==> config.mk <==
export PLATFORM = sky130hd
export DESIGN_NAME = as_path_tier_list_scan
export DESIGN_NICKNAME = d
export VERILOG_FILES = /design/src/design/aps_pkg.sv /design/src/design/aps_ctrl.sv /design/src/design/aps_dp.sv /design/src/design/as_path_tier_list_scan.sv
export SDC_FILE = /design/constraint.sdc
export NUM_CORES = 2
export LEC_CHECK = 0
export BUFFER_PORTS_ARGS = -buffer_cell sky130_fd_sc_hd__clkbuf_2
export CAP_MARGIN = 20
export CORE_ASPECT_RATIO = 0.75
export CORE_UTILIZATION = 55
export CTS_CLUSTER_DIAMETER = 50
export CTS_CLUSTER_SIZE = 28
export DETAILED_ROUTE_END_ITERATION = 6
export PLACE_DENSITY = 0.73
export SYNTH_ARGS = -nofsm -noshare
export SYNTH_HDL_FRONTEND = slang
export SYNTH_HIERARCHICAL = 1
export SYNTH_SLANG_ARGS = --single-unit
==> constraint.sdc <==
create_clock -name clk -period 7.1 [get_ports clk]
set_input_delay 1.42 -clock clk [delete_from_list [all_inputs] [get_ports clk]]
set_output_delay 1.42 -clock clk [all_outputs]
set_load 0.01 [all_outputs]
==> src/design/aps_pkg.sv <==
// Shared constants, codes and helper functions for the AS path tier-1 scanner.
// Used by the controller, the datapath and the top level; depends on nothing.
package aps_pkg;

    localparam int MAX_HITS = 8;
    localparam int LIST_SIZE = 8;
    localparam int HIT_W = $clog2(MAX_HITS);
    localparam int CNT_W = $clog2(MAX_HITS + 1);

    // Segment kinds.
    localparam logic [2:0] SEG_SEQ = 3'd0;
    localparam logic [2:0] SEG_SET = 3'd1;
    localparam logic [2:0] SEG_CSEQ = 3'd2;
    localparam logic [2:0] SEG_CSET = 3'd3;

    // Record kinds.
    localparam logic [1:0] REC_SUMMARY = 2'd0;
    localparam logic [1:0] REC_ORDERED = 2'd1;
    localparam logic [1:0] REC_UNORDERED = 2'd2;

    // Configuration register indexes.
    localparam logic [2:0] CFG_PAIR0 = 3'd0;
    localparam logic [2:0] CFG_PAIR1 = 3'd1;
    localparam logic [2:0] CFG_PAIR2 = 3'd2;
    localparam logic [2:0] CFG_PAIR3 = 3'd3;
    localparam logic [2:0] CFG_COUNT = 3'd4;
    localparam logic [2:0] CFG_ZUNMAP = 3'd5;

    // Path flag bit positions.
    localparam int F_EMPTY = 0;
    localparam int F_TRUNC = 1;
    localparam int F_UNMAPPED = 2;
    localparam int F_ZERO = 3;
    localparam int F_PRIVATE = 4;
    localparam int F_SET = 5;
    localparam int F_CONFED = 6;
    localparam int F_UNKNOWN = 7;

    // Commands from the controller to the datapath.
    typedef struct packed {
        logic clear;
        logic update;
        logic load_out;
        logic [1:0] out_kind;
        logic [HIT_W-1:0] out_idx;
        logic out_last;
    } aps_cmd_t;

    // Status from the datapath to the controller.
    typedef struct packed {
        logic list_empty;
        logic [CNT_W-1:0] ord_cnt;
        logic [CNT_W-1:0] unord_cnt;
    } aps_stat_t;

    // Saturating 16-bit increment.
    function automatic logic [15:0] sat_inc(input logic [15:0] v);
        sat_inc = (v == 16'hFFFF) ? v : v + 16'd1;
    endfunction

endpackage

==> src/design/aps_ctrl.sv <==
// Controller state machine of the AS path scanner: input handshake, path
// update and the sequence of summary and hit records. Depends on aps_pkg.
module aps_ctrl
    import aps_pkg::*;
(
    input  logic clk,
    input  logic rst_n,
    input  logic in_valid,
    output logic in_stall,
    input  logic in_action,
    input  logic in_last,
    output logic out_valid,
    input  logic out_stall,
    input  aps_stat_t stat,
    output aps_cmd_t cmd
);

    localparam logic [1:0] ST_IDLE = 2'd0;
    localparam logic [1:0] ST_UPDATE = 2'd1;
    localparam logic [1:0] ST_EMIT = 2'd2;

    logic [1:0] state_reg, state_next;
    logic action_reg, action_next;
    logic last_reg, last_next;
    logic out_valid_reg, out_valid_next;
    logic [4:0] idx_reg, idx_next;
    logic [4:0] total;
    logic [4:0] ord5, unord5;
    logic [4:0] hidx;
    logic out_free;

    assign in_stall = (state_reg != ST_IDLE);
    assign out_valid = out_valid_reg;
    assign out_free = !out_valid_reg || !out_stall;
    assign ord5 = 5'(stat.ord_cnt);
    assign unord5 = 5'(stat.unord_cnt);
    assign total = stat.list_empty ? 5'd1 : 5'd1 + ord5 + unord5;
    assign hidx = idx_reg - 5'd1;

    // Next state and commands.
    always_comb
    begin
        state_next = state_reg;
        action_next = action_reg;
        last_next = last_reg;
        idx_next = idx_reg;
        out_valid_next = out_valid_reg && out_stall;
        cmd = '0;
        case (state_reg)
            ST_IDLE:
            begin
                if (in_valid)
                begin
                    action_next = in_action;
                    last_next = in_last;
                    state_next = ST_UPDATE;
                end
            end
            ST_UPDATE:
            begin
                cmd.update = 1'b1;
                idx_next = 5'd0;
                state_next = (action_reg || last_reg) ? ST_EMIT : ST_IDLE;
            end
            ST_EMIT:
            begin
                if (out_free)
                begin
                    cmd.load_out = 1'b1;
                    out_valid_next = 1'b1;
                    if (idx_reg == 5'd0 || action_reg)
                    begin
                        cmd.out_kind = REC_SUMMARY;
                    end
                    else if (hidx < ord5)
                    begin
                        cmd.out_kind = REC_ORDERED;
                        cmd.out_idx = HIT_W'(hidx);
                    end
                    else
                    begin
                        cmd.out_kind = REC_UNORDERED;
                        cmd.out_idx = HIT_W'(hidx - ord5);
                    end
                    cmd.out_last = action_reg || (idx_reg + 5'd1 == total);
                    idx_next = idx_reg + 5'd1;
                    if (cmd.out_last)
                    begin
                        cmd.clear = 1'b1;
                        state_next = ST_IDLE;
                    end
                end
            end
            default:
            begin
                state_next = ST_IDLE;
            end
        endcase
    end

    // Control registers.
    always_ff @(posedge clk or negedge rst_n)
    begin
        if (!rst_n)
        begin
            state_reg <= ST_IDLE;
            action_reg <= 1'b0;
            last_reg <= 1'b0;
            idx_reg <= 5'd0;
            out_valid_reg <= 1'b0;
        end
        else
        begin
            state_reg <= state_next;
            action_reg <= action_next;
            last_reg <= last_next;
            idx_reg <= idx_next;
            out_valid_reg <= out_valid_next;
        end
    end

endmodule

==> src/design/aps_dp.sv <==
// Datapath of the AS path scanner: configuration, path state, list and hit
// compares, and the output record register. Depends on aps_pkg.
module aps_dp
    import aps_pkg::*;
(
    input  logic clk,
    input  logic rst_n,
    input  logic cfg_we,
    input  logic [2:0] cfg_index,
    input  logic [63:0] cfg_data,
    input  logic in_accept,
    input  logic in_action,
    input  logic [31:0] in_asn,
    input  logic [2:0] in_kind,
    input  logic in_first,
    input  aps_cmd_t cmd,
    output aps_stat_t stat,
    output logic [1:0] record_kind,
    output logic [31:0] hit_asn,
    output logic [10:0] flags,
    output logic [15:0] path_hop_count,
    output logic [3:0] ordered_tier1_count,
    output logic [3:0] unordered_tier1_count,
    output logic [15:0] ignored_zero_count,
    output logic [15:0] ignored_unmapped_count,
    output logic [15:0] ignored_private_count,
    output logic [15:0] ignored_confed_count,
    output logic status,
    output logic last_of_run
);

    logic [31:0] list_reg [LIST_SIZE];
    logic [3:0] lcount_reg;
    logic zunmap_reg;
    logic [3:0] used;

    // Latched input transaction.
    logic [31:0] asn_reg;
    logic [2:0] kind_reg;
    logic clr_reg;

    // The empty-path action has no path contents; it is remembered separately.
    logic empty_path;

    // Path state.
    logic prev_valid_reg, prev_valid_next;
    logic [31:0] prev_asn_reg, prev_asn_next;
    logic [31:0] ord_hits_reg [MAX_HITS];
    logic [31:0] unord_hits_reg [MAX_HITS];
    logic [CNT_W-1:0] ord_cnt_reg, ord_cnt_next;
    logic [CNT_W-1:0] unord_cnt_reg, unord_cnt_next;
    logic [7:0] pflags_reg, pflags_next;
    logic [15:0] hops_reg, hops_next;
    logic [15:0] zc_reg, zc_next, uc_reg, uc_next, pc_reg, pc_next, cc_reg, cc_next;
    logic ord_wr, unord_wr;

    // Base state after an optional clear at the start of a path.
    logic b_pv;
    logic [31:0] b_pa;
    logic [CNT_W-1:0] b_oc, b_uc;
    logic [7:0] b_fl;
    logic [15:0] b_hop, b_zc, b_unc, b_pc, b_cc;

    logic in_lst, is_zero, is_priv, ord_dup, unord_dup;

    assign used = (lcount_reg > 4'(LIST_SIZE)) ? 4'(LIST_SIZE) : lcount_reg;
    assign stat.list_empty = (used == 4'd0);
    assign stat.ord_cnt = ord_cnt_reg;
    assign stat.unord_cnt = unord_cnt_reg;

    // Configuration registers.
    always_ff @(posedge clk or negedge rst_n)
    begin
        if (!rst_n)
        begin
            for (int i = 0; i < LIST_SIZE; i++)
            begin
                list_reg[i] <= '0;
            end
            lcount_reg <= '0;
            zunmap_reg <= 1'b0;
        end
        else if (cfg_we)
        begin
            case (cfg_index)
                CFG_PAIR0, CFG_PAIR1, CFG_PAIR2, CFG_PAIR3:
                begin
                    for (int i = 0; i < LIST_SIZE; i++)
                    begin
                        if (i / 2 == int'(cfg_index[1:0]))
                        begin
                            list_reg[i] <= (i % 2 == 1) ? cfg_data[63:32] : cfg_data[31:0];
                        end
                    end
                end
                CFG_COUNT: lcount_reg <= cfg_data[3:0];
                CFG_ZUNMAP: zunmap_reg <= cfg_data[0];
                default: ;
            endcase
        end
    end

    // Capture the transaction.
    always_ff @(posedge clk)
    begin
        if (in_accept)
        begin
            asn_reg <= in_asn;
            kind_reg <= in_kind;
            clr_reg <= in_first || in_action;
            empty_path <= in_action;
        end
    end

    // Compares against the list, the stored hits and the private ranges.
    always_comb
    begin
        in_lst = 1'b0;
        for (int i = 0; i < LIST_SIZE; i++)
        begin
            if (4'(i) < used && list_reg[i] == asn_reg)
                in_lst = 1'b1;
        end
        ord_dup = 1'b0;
        unord_dup = 1'b0;
        for (int i = 0; i < MAX_HITS; i++)
        begin
            if (CNT_W'(i) < b_oc && ord_hits_reg[i] == asn_reg)
                ord_dup = 1'b1;
            if (CNT_W'(i) < b_uc && unord_hits_reg[i] == asn_reg)
                unord_dup = 1'b1;
        end
        is_zero = (asn_reg == 32'd0);
        is_priv = (asn_reg >= 32'd64512 && asn_reg <= 32'd65534) ||
                  (asn_reg >= 32'd4200000000 && asn_reg <= 32'd4294967294);
    end

    // Path update.
    always_comb
    begin
        b_pv = clr_reg ? 1'b0 : prev_valid_reg;
        b_pa = clr_reg ? '0 : prev_asn_reg;
        b_oc = clr_reg ? '0 : ord_cnt_reg;
        b_uc = clr_reg ? '0 : unord_cnt_reg;
        b_fl = clr_reg ? '0 : pflags_reg;
        b_hop = clr_reg ? '0 : hops_reg;
        b_zc = clr_reg ? '0 : zc_reg;
        b_unc = clr_reg ? '0 : uc_reg;
        b_pc = clr_reg ? '0 : pc_reg;
        b_cc = clr_reg ? '0 : cc_reg;
        prev_valid_next = b_pv;
        prev_asn_next = b_pa;
        ord_cnt_next = b_oc;
        unord_cnt_next = b_uc;
        pflags_next = b_fl;
        hops_next = b_hop;
        zc_next = b_zc;
        uc_next = b_unc;
        pc_next = b_pc;
        cc_next = b_cc;
        ord_wr = 1'b0;
        unord_wr = 1'b0;
        case (kind_reg)
            SEG_SEQ, SEG_SET:
            begin
                if (kind_reg == SEG_SET)
                    pflags_next[F_SET] = 1'b1;
                if (is_zero)
                begin
                    if (kind_reg == SEG_SEQ && zunmap_reg)
                    begin
                        pflags_next[F_UNMAPPED] = 1'b1;
                        uc_next = sat_inc(b_unc);
                    end
                    else
                    begin
                        pflags_next[F_ZERO] = 1'b1;
                        zc_next = sat_inc(b_zc);
                    end
                end
                else if (is_priv)
                begin
                    pflags_next[F_PRIVATE] = 1'b1;
                    pc_next = sat_inc(b_pc);
                end
                else if (kind_reg == SEG_SEQ)
                begin
                    if (!(b_pv && b_pa == asn_reg))
                    begin
                        prev_valid_next = 1'b1;
                        prev_asn_next = asn_reg;
                        hops_next = sat_inc(b_hop);
                        if (in_lst && !ord_dup)
                        begin
                            if (b_oc >= CNT_W'(MAX_HITS))
                                pflags_next[F_TRUNC] = 1'b1;
                            else
                            begin
                                ord_wr = 1'b1;
                                ord_cnt_next = b_oc + 1'b1;
                            end
                        end
                    end
                end
                else if (in_lst && !unord_dup)
                begin
                    if (b_uc >= CNT_W'(MAX_HITS))
                        pflags_next[F_TRUNC] = 1'b1;
                    else
                    begin
                        unord_wr = 1'b1;
                        unord_cnt_next = b_uc + 1'b1;
                    end
                end
            end
            SEG_CSEQ, SEG_CSET:
            begin
                pflags_next[F_CONFED] = 1'b1;
                cc_next = sat_inc(b_cc);
            end
            default:
            begin
                pflags_next[F_UNKNOWN] = 1'b1;
            end
        endcase
    end

    // Path state registers.
    always_ff @(posedge clk or negedge rst_n)
    begin
        if (!rst_n)
        begin
            prev_valid_reg <= 1'b0;
            prev_asn_reg <= '0;
            ord_cnt_reg <= '0;
            unord_cnt_reg <= '0;
            pflags_reg <= '0;
            hops_reg <= '0;
            zc_reg <= '0;
            uc_reg <= '0;
            pc_reg <= '0;
            cc_reg <= '0;
        end
        else if (cmd.clear)
        begin
            prev_valid_reg <= 1'b0;
            prev_asn_reg <= '0;
            ord_cnt_reg <= '0;
            unord_cnt_reg <= '0;
            pflags_reg <= '0;
            hops_reg <= '0;
            zc_reg <= '0;
            uc_reg <= '0;
            pc_reg <= '0;
            cc_reg <= '0;
        end
        else if (cmd.update)
        begin
            prev_valid_reg <= prev_valid_next;
            prev_asn_reg <= prev_asn_next;
            ord_cnt_reg <= ord_cnt_next;
            unord_cnt_reg <= unord_cnt_next;
            pflags_reg <= pflags_next;
            hops_reg <= hops_next;
            zc_reg <= zc_next;
            uc_reg <= uc_next;
            pc_reg <= pc_next;
            cc_reg <= cc_next;
        end
    end

    // Hit stores, written at the current count.
    always_ff @(posedge clk)
    begin
        if (cmd.update && ord_wr)
            ord_hits_reg[HIT_W'(b_oc)] <= asn_reg;
        if (cmd.update && unord_wr)
            unord_hits_reg[HIT_W'(b_uc)] <= asn_reg;
    end

    // Output record register.
    always_ff @(posedge clk)
    begin
        if (cmd.load_out)
        begin
            record_kind <= cmd.out_kind;
            last_of_run <= cmd.out_last;
            hit_asn <= '0;
            flags <= '0;
            path_hop_count <= '0;
            ordered_tier1_count <= '0;
            unordered_tier1_count <= '0;
            ignored_zero_count <= '0;
            ignored_unmapped_count <= '0;
            ignored_private_count <= '0;
            ignored_confed_count <= '0;
            status <= 1'b0;
            case (cmd.out_kind)
                REC_ORDERED: hit_asn <= ord_hits_reg[cmd.out_idx];
                REC_UNORDERED: hit_asn <= unord_hits_reg[cmd.out_idx];
                default:
                begin
                    if (stat.list_empty)
                        status <= 1'b1;
                    else if (empty_path)
                        flags <= 11'd1 << F_EMPTY;
                    else
                    begin
                        flags <= {ord_cnt_reg != '0 || unord_cnt_reg != '0,
                                  unord_cnt_reg != '0, ord_cnt_reg != '0, pflags_reg};
                        path_hop_count <= hops_reg;
                        ordered_tier1_count <= 4'(ord_cnt_reg);
                        unordered_tier1_count <= 4'(unord_cnt_reg);
                        ignored_zero_count <= zc_reg;
                        ignored_unmapped_count <= uc_reg;
                        ignored_private_count <= pc_reg;
                        ignored_confed_count <= cc_reg;
                    end
                end
            endcase
        end
    end

endmodule

==> src/design/as_path_tier_list_scan.sv <==
// AS path tier-1 scanner top level. Each element passes through capture and path
// update, and a new element is accepted only after the update of the last one. After a
// path end or an action the summary record is registered after the path update, followed by
// the ordered and unordered hits at one record per cycle, paced by the output stall.
// Reset clears configuration and all path state at once; no clearing pass.
// Depends on aps_pkg, aps_ctrl and aps_dp.
module as_path_tier_list_scan
    import aps_pkg::*;
(
    input  logic clk,
    input  logic rst_n,
    input  logic cfg_we,
    input  logic [2:0] cfg_index,
    input  logic [63:0] cfg_data,
    input  logic in_valid,
    output logic in_stall,
    input  logic action,
    input  logic [31:0] asn,
    input  logic [2:0] segment_kind,
    input  logic first_in_path,
    input  logic last_in_path,
    output logic out_valid,
    input  logic out_stall,
    output logic [1:0] record_kind,
    output logic [31:0] hit_asn,
    output logic [10:0] flags,
    output logic [15:0] path_hop_count,
    output logic [3:0] ordered_tier1_count,
    output logic [3:0] unordered_tier1_count,
    output logic [15:0] ignored_zero_count,
    output logic [15:0] ignored_unmapped_count,
    output logic [15:0] ignored_private_count,
    output logic [15:0] ignored_confed_count,
    output logic status,
    output logic last_of_run
);

    aps_cmd_t cmd;
    aps_stat_t stat;
    logic in_accept;

    assign in_accept = in_valid && !in_stall;

    aps_ctrl u_ctrl (
        .clk(clk),
        .rst_n(rst_n),
        .in_valid(in_valid),
        .in_stall(in_stall),
        .in_action(action),
        .in_last(last_in_path),
        .out_valid(out_valid),
        .out_stall(out_stall),
        .stat(stat),
        .cmd(cmd)
    );

    aps_dp u_dp (
        .clk(clk),
        .rst_n(rst_n),
        .cfg_we(cfg_we),
        .cfg_index(cfg_index),
        .cfg_data(cfg_data),
        .in_accept(in_accept),
        .in_action(action),
        .in_asn(asn),
        .in_kind(segment_kind),
        .in_first(first_in_path),
        .cmd(cmd),
        .stat(stat),
        .record_kind(record_kind),
        .hit_asn(hit_asn),
        .flags(flags),
        .path_hop_count(path_hop_count),
        .ordered_tier1_count(ordered_tier1_count),
        .unordered_tier1_count(unordered_tier1_count),
        .ignored_zero_count(ignored_zero_count),
        .ignored_unmapped_count(ignored_unmapped_count),
        .ignored_private_count(ignored_private_count),
        .ignored_confed_count(ignored_confed_count),
        .status(status),
        .last_of_run(last_of_run)
    );

endmodule
==> run metrics <==
status=finished with violations; failing checks=DRC; Yosys reg bits=~1,100; simple-gate share of the synthesized area=0.105; setup_tns=0 ns; VDD IR max=roughly 0.2 mV; Die X=approximately 360 um; Slew Viols, Final=0; unrepaired setup endpoints after global routing=false; sequential element share of the synthesized area=0.566; Fin. Hold Viols=0; grt ovf=0; number of global-route vias before repair=34,000; Max Freq=around 0.19 GHz; slew margin rel.=0.140; Reg power frac=0.439; leak pwr=~0.022 uW; placed cell area=approximately 0.057 sq mm; cell total after placement=5,479; DR WL/cell=about 32 um; I/O pins=around 250; CP Class=reg2reg; Power Internal=~12,000 uW; mean post-synth cell area=13.2 sq um; row count=99; cell area after layout=0.0604 sq mm; Startpoint Class=register; Sw Share=0.344; die height=around 270 um; antenna violations before repair=7; DRT Wirelength=between 150,000 and 200,000 um; Post-synth ARST share=0.368; Post-Syn Instances=approximately 4,000; Yosys cell types=84; HP Class=reg2reg; crit path DAT=between 5 and 6 ns; fin crit period=roughly 5.3 ns; worst skew pair latency=between 0.7 and 0.8 ns; DRC Markers=31; share of layout cells above drive strength 1=0.235; Max Cap Viol=0; nets@finish=roughly 4,400; core area=~0.097 sq mm; EDFF count, synth=about 700; DR pass1 iterations=7; CP required=around 7.5 ns; clk root buf=clkbuf_16; Final setup viols=0; Clock Tree Buf Depth=3; Synth Area in XOR/XNOR=0.129; fin crit share=0.744; adder-cell share of the synthesized area=0.00584; non-filler instance count after layout=around 5,700; Routability Congestion=between 1 and 1.5; largest net degree at the start of global routing=159; vias per cell=approximately 6.6; clock sinks=1,083; synthesis-to-layout area growth=12.0%; number of hold buffers added after cts=0; setup slack, reg-to-reg=around 1.8 ns; Buffers on Ports=approximately 250; Syn Std Cell Area=approximately 0.054 sq mm; CTS Buf Count=93; # H-tree levels=3; Crit Path Max Fanout=38; syn_nets=between 4,000 and 5,000; power density over the cells=about 300 mW/mm^2; Slew @ Worst Pin=about 1.3 ns; top_reg_cell synth=edfxtp_1; mux cell area share after synthesis=0.125; Yosys Warn Count=6; vias post-DR=about 37,000; CTS tree=built; Clk pwr share=0.315; Initial Utilization=0.555; Initial DRC Count=around 5,900; Worst setup EP type=register; GRT Resource Usage Total=0.358; Psw=about 6400 uW; post-synthesis compound-gate area fraction=0.0461; post-CTS setup buffer count=0; post-CTS resize count=0; DP HPWL=between 100,000 and 150,000 um; largest family of logic cells by synthesized area=XOR/XNOR gates; Worst Skew=around 0.060 ns; fraction of power consumed by combinational cells=0.246; clock-pin slew on the worst setup and hold paths=0.08 ns; die area=around 0.099 sq mm; global-route wire length before repair=between 200,000 and 300,000 um; post-detailed-route count of antenna-violating nets=0
[cell type report]
class                           count  area (sq um)
Fill cell                        7372         36800
Sequential cell                  1083         30500
Multi-Input combinational cell   2683         22300
Clock buffer                      100          2440
Timing Repair Buffer              349          2190
Tap cell                         1313          1640
Clock inverter                     75          1080
Inverter                           54           208
Antenna cell                        3          7.51
[power groups by stage]
stage	sequential, uW	combinational (uW)	clock (uW)
after CTS	8100	4420	5880
after global routing	8180	4780	6100
after floorplan	8160	2780	0
final	8100	4550	5830
after detailed placement	8230	4390	0
after global placement	8200	4350	0
[cell families (layout without fill, tap and decap cells)]
| logic type | after synthesis | count (layout) |
|---|---|---|
| muxes | 473 | 473 |
| adders and majority gates | 24 | 24 |
| DFF | 1083 | 1083 |
| and+or+nand+nor | 1027 | 1027 |
| xor gates and xnor gates | 793 | 793 |
| buffers and inverters | 311 | 578 |
| AOI/OAI and AO/OA | 366 | 366 |
| other | 0 | 3 |
[cell usage after synthesis, types with 26 or more instances]
cell      instances  area share
a31oi_1          27      0.0031
edfxtp_1        684        0.38
and3_1           34      0.0039
nor4_1          139       0.016
buf_1            38      0.0026
and2_1           93       0.011
o21ai_0          70      0.0065
mux2_2          324       0.068
a22o_1           33      0.0054
nand2_1         132      0.0092
o21ai_1          26      0.0024
mux4_2          128       0.053
xnor2_1         399       0.065
nor2b_1          26      0.0030
dfrtp_1         399        0.19
buf_2            79      0.0073
nand4_1         169       0.020
clkbuf_1        134      0.0093
xor2_1          392       0.064
nand3_1          78      0.0072
nor3_1           61      0.0057
nor2_1          187       0.013
a22oi_1          59      0.0082
a21oi_1          52      0.0048
inv_1            48      0.0033
[per-layer routing]
metal | GRT usage | part of all wire | vias to the layer above
li1 | - | - | 15500
met4 | 0.0781 | 0.024 | 6
met1 | 0.542 | 0.41 | 18900
met3 | 0.153 | 0.16 | 259
met5 | 0.00861 | 0.00083 | -
met2 | 0.471 | 0.40 | 2711
[worst max-delay path, cell delays in order (launching register included)]
cell       delay (ns)
edfxtp_1         0.88
buf_4            0.64
xnor2_1          0.25
nand4_1          0.16
nor4_1           0.96
o2111ai_1        0.49
o21ai_1          0.45
or4_1            0.30
nor4_2           0.09
nor4b_1          0.16
and2_1           0.18
buf_4            0.31
[stage by stage]
| stage | power, uW | hold slack (ns) | setup WS (ns) | utilization |
|---|---|---|---|---|
| 6_report | 18500 | 0.526 | 1.81 | 0.621 |
| 5_1_grt | 19100 | 0.540 | 1.83 | 0.621 |
| 4_1_cts | 18400 | 0.522 | 1.85 | 0.621 |
| 3_5_place_dp | 12600 | 0.496 | 1.63 | 0.585 |
| 3_3_place_gp | 12500 | 0.489 | 1.76 | 0.585 |
| 2_1_floorplan | 10900 | 0.456 | 0.510 | - |
[final timing paths]
path / startpoint / end / cells past startpoint
setup / recovery: u_dp/asn_reg[0]$_DFFE_PP_ / u_dp/unord_hits_reg[3][14]$_DFFE_PP_ / 11
hold / removal: u_dp/pflags_reg[2]$_DFFE_PN0P_ / u_dp/pflags_reg[2]$_DFFE_PN0P_ / 2
setup reg to reg: u_dp/asn_reg[0]$_DFFE_PP_ / u_dp/unord_hits_reg[3][14]$_DFFE_PP_ / 11
hold reg to reg: u_dp/pflags_reg[2]$_DFFE_PN0P_ / u_dp/pflags_reg[2]$_DFFE_PN0P_ / 2
max in group asynchronous: rst_n / u_dp/list_reg[1]$_DFFE_PN0P_ / 2
min in group asynchronous: rst_n / u_dp/uc_reg[3]$_DFFE_PN0P_ / 1
[cells in the final DEF, fill, tap and decap left out, types with 25 or more instances in the layout]
cell	count
a21oi_1	52
a22o_1	33
a22oi_1	59
a31oi_1	27
and2_1	93
and3_1	34
buf_4	88
clkbuf_16	97
clkbuf_2	245
dfrtp_1	399
edfxtp_1	684
inv_1	46
mux2_2	324
mux4_2	128
nand2_1	132
nand3_1	77
nand4_1	169
nor2_1	185
nor2b_1	26
nor3_1	53
nor4_1	132
o21ai_0	70
o21ai_1	25
xnor2_1	399
xor2_1	392
(Power assumes the default switching activity.)
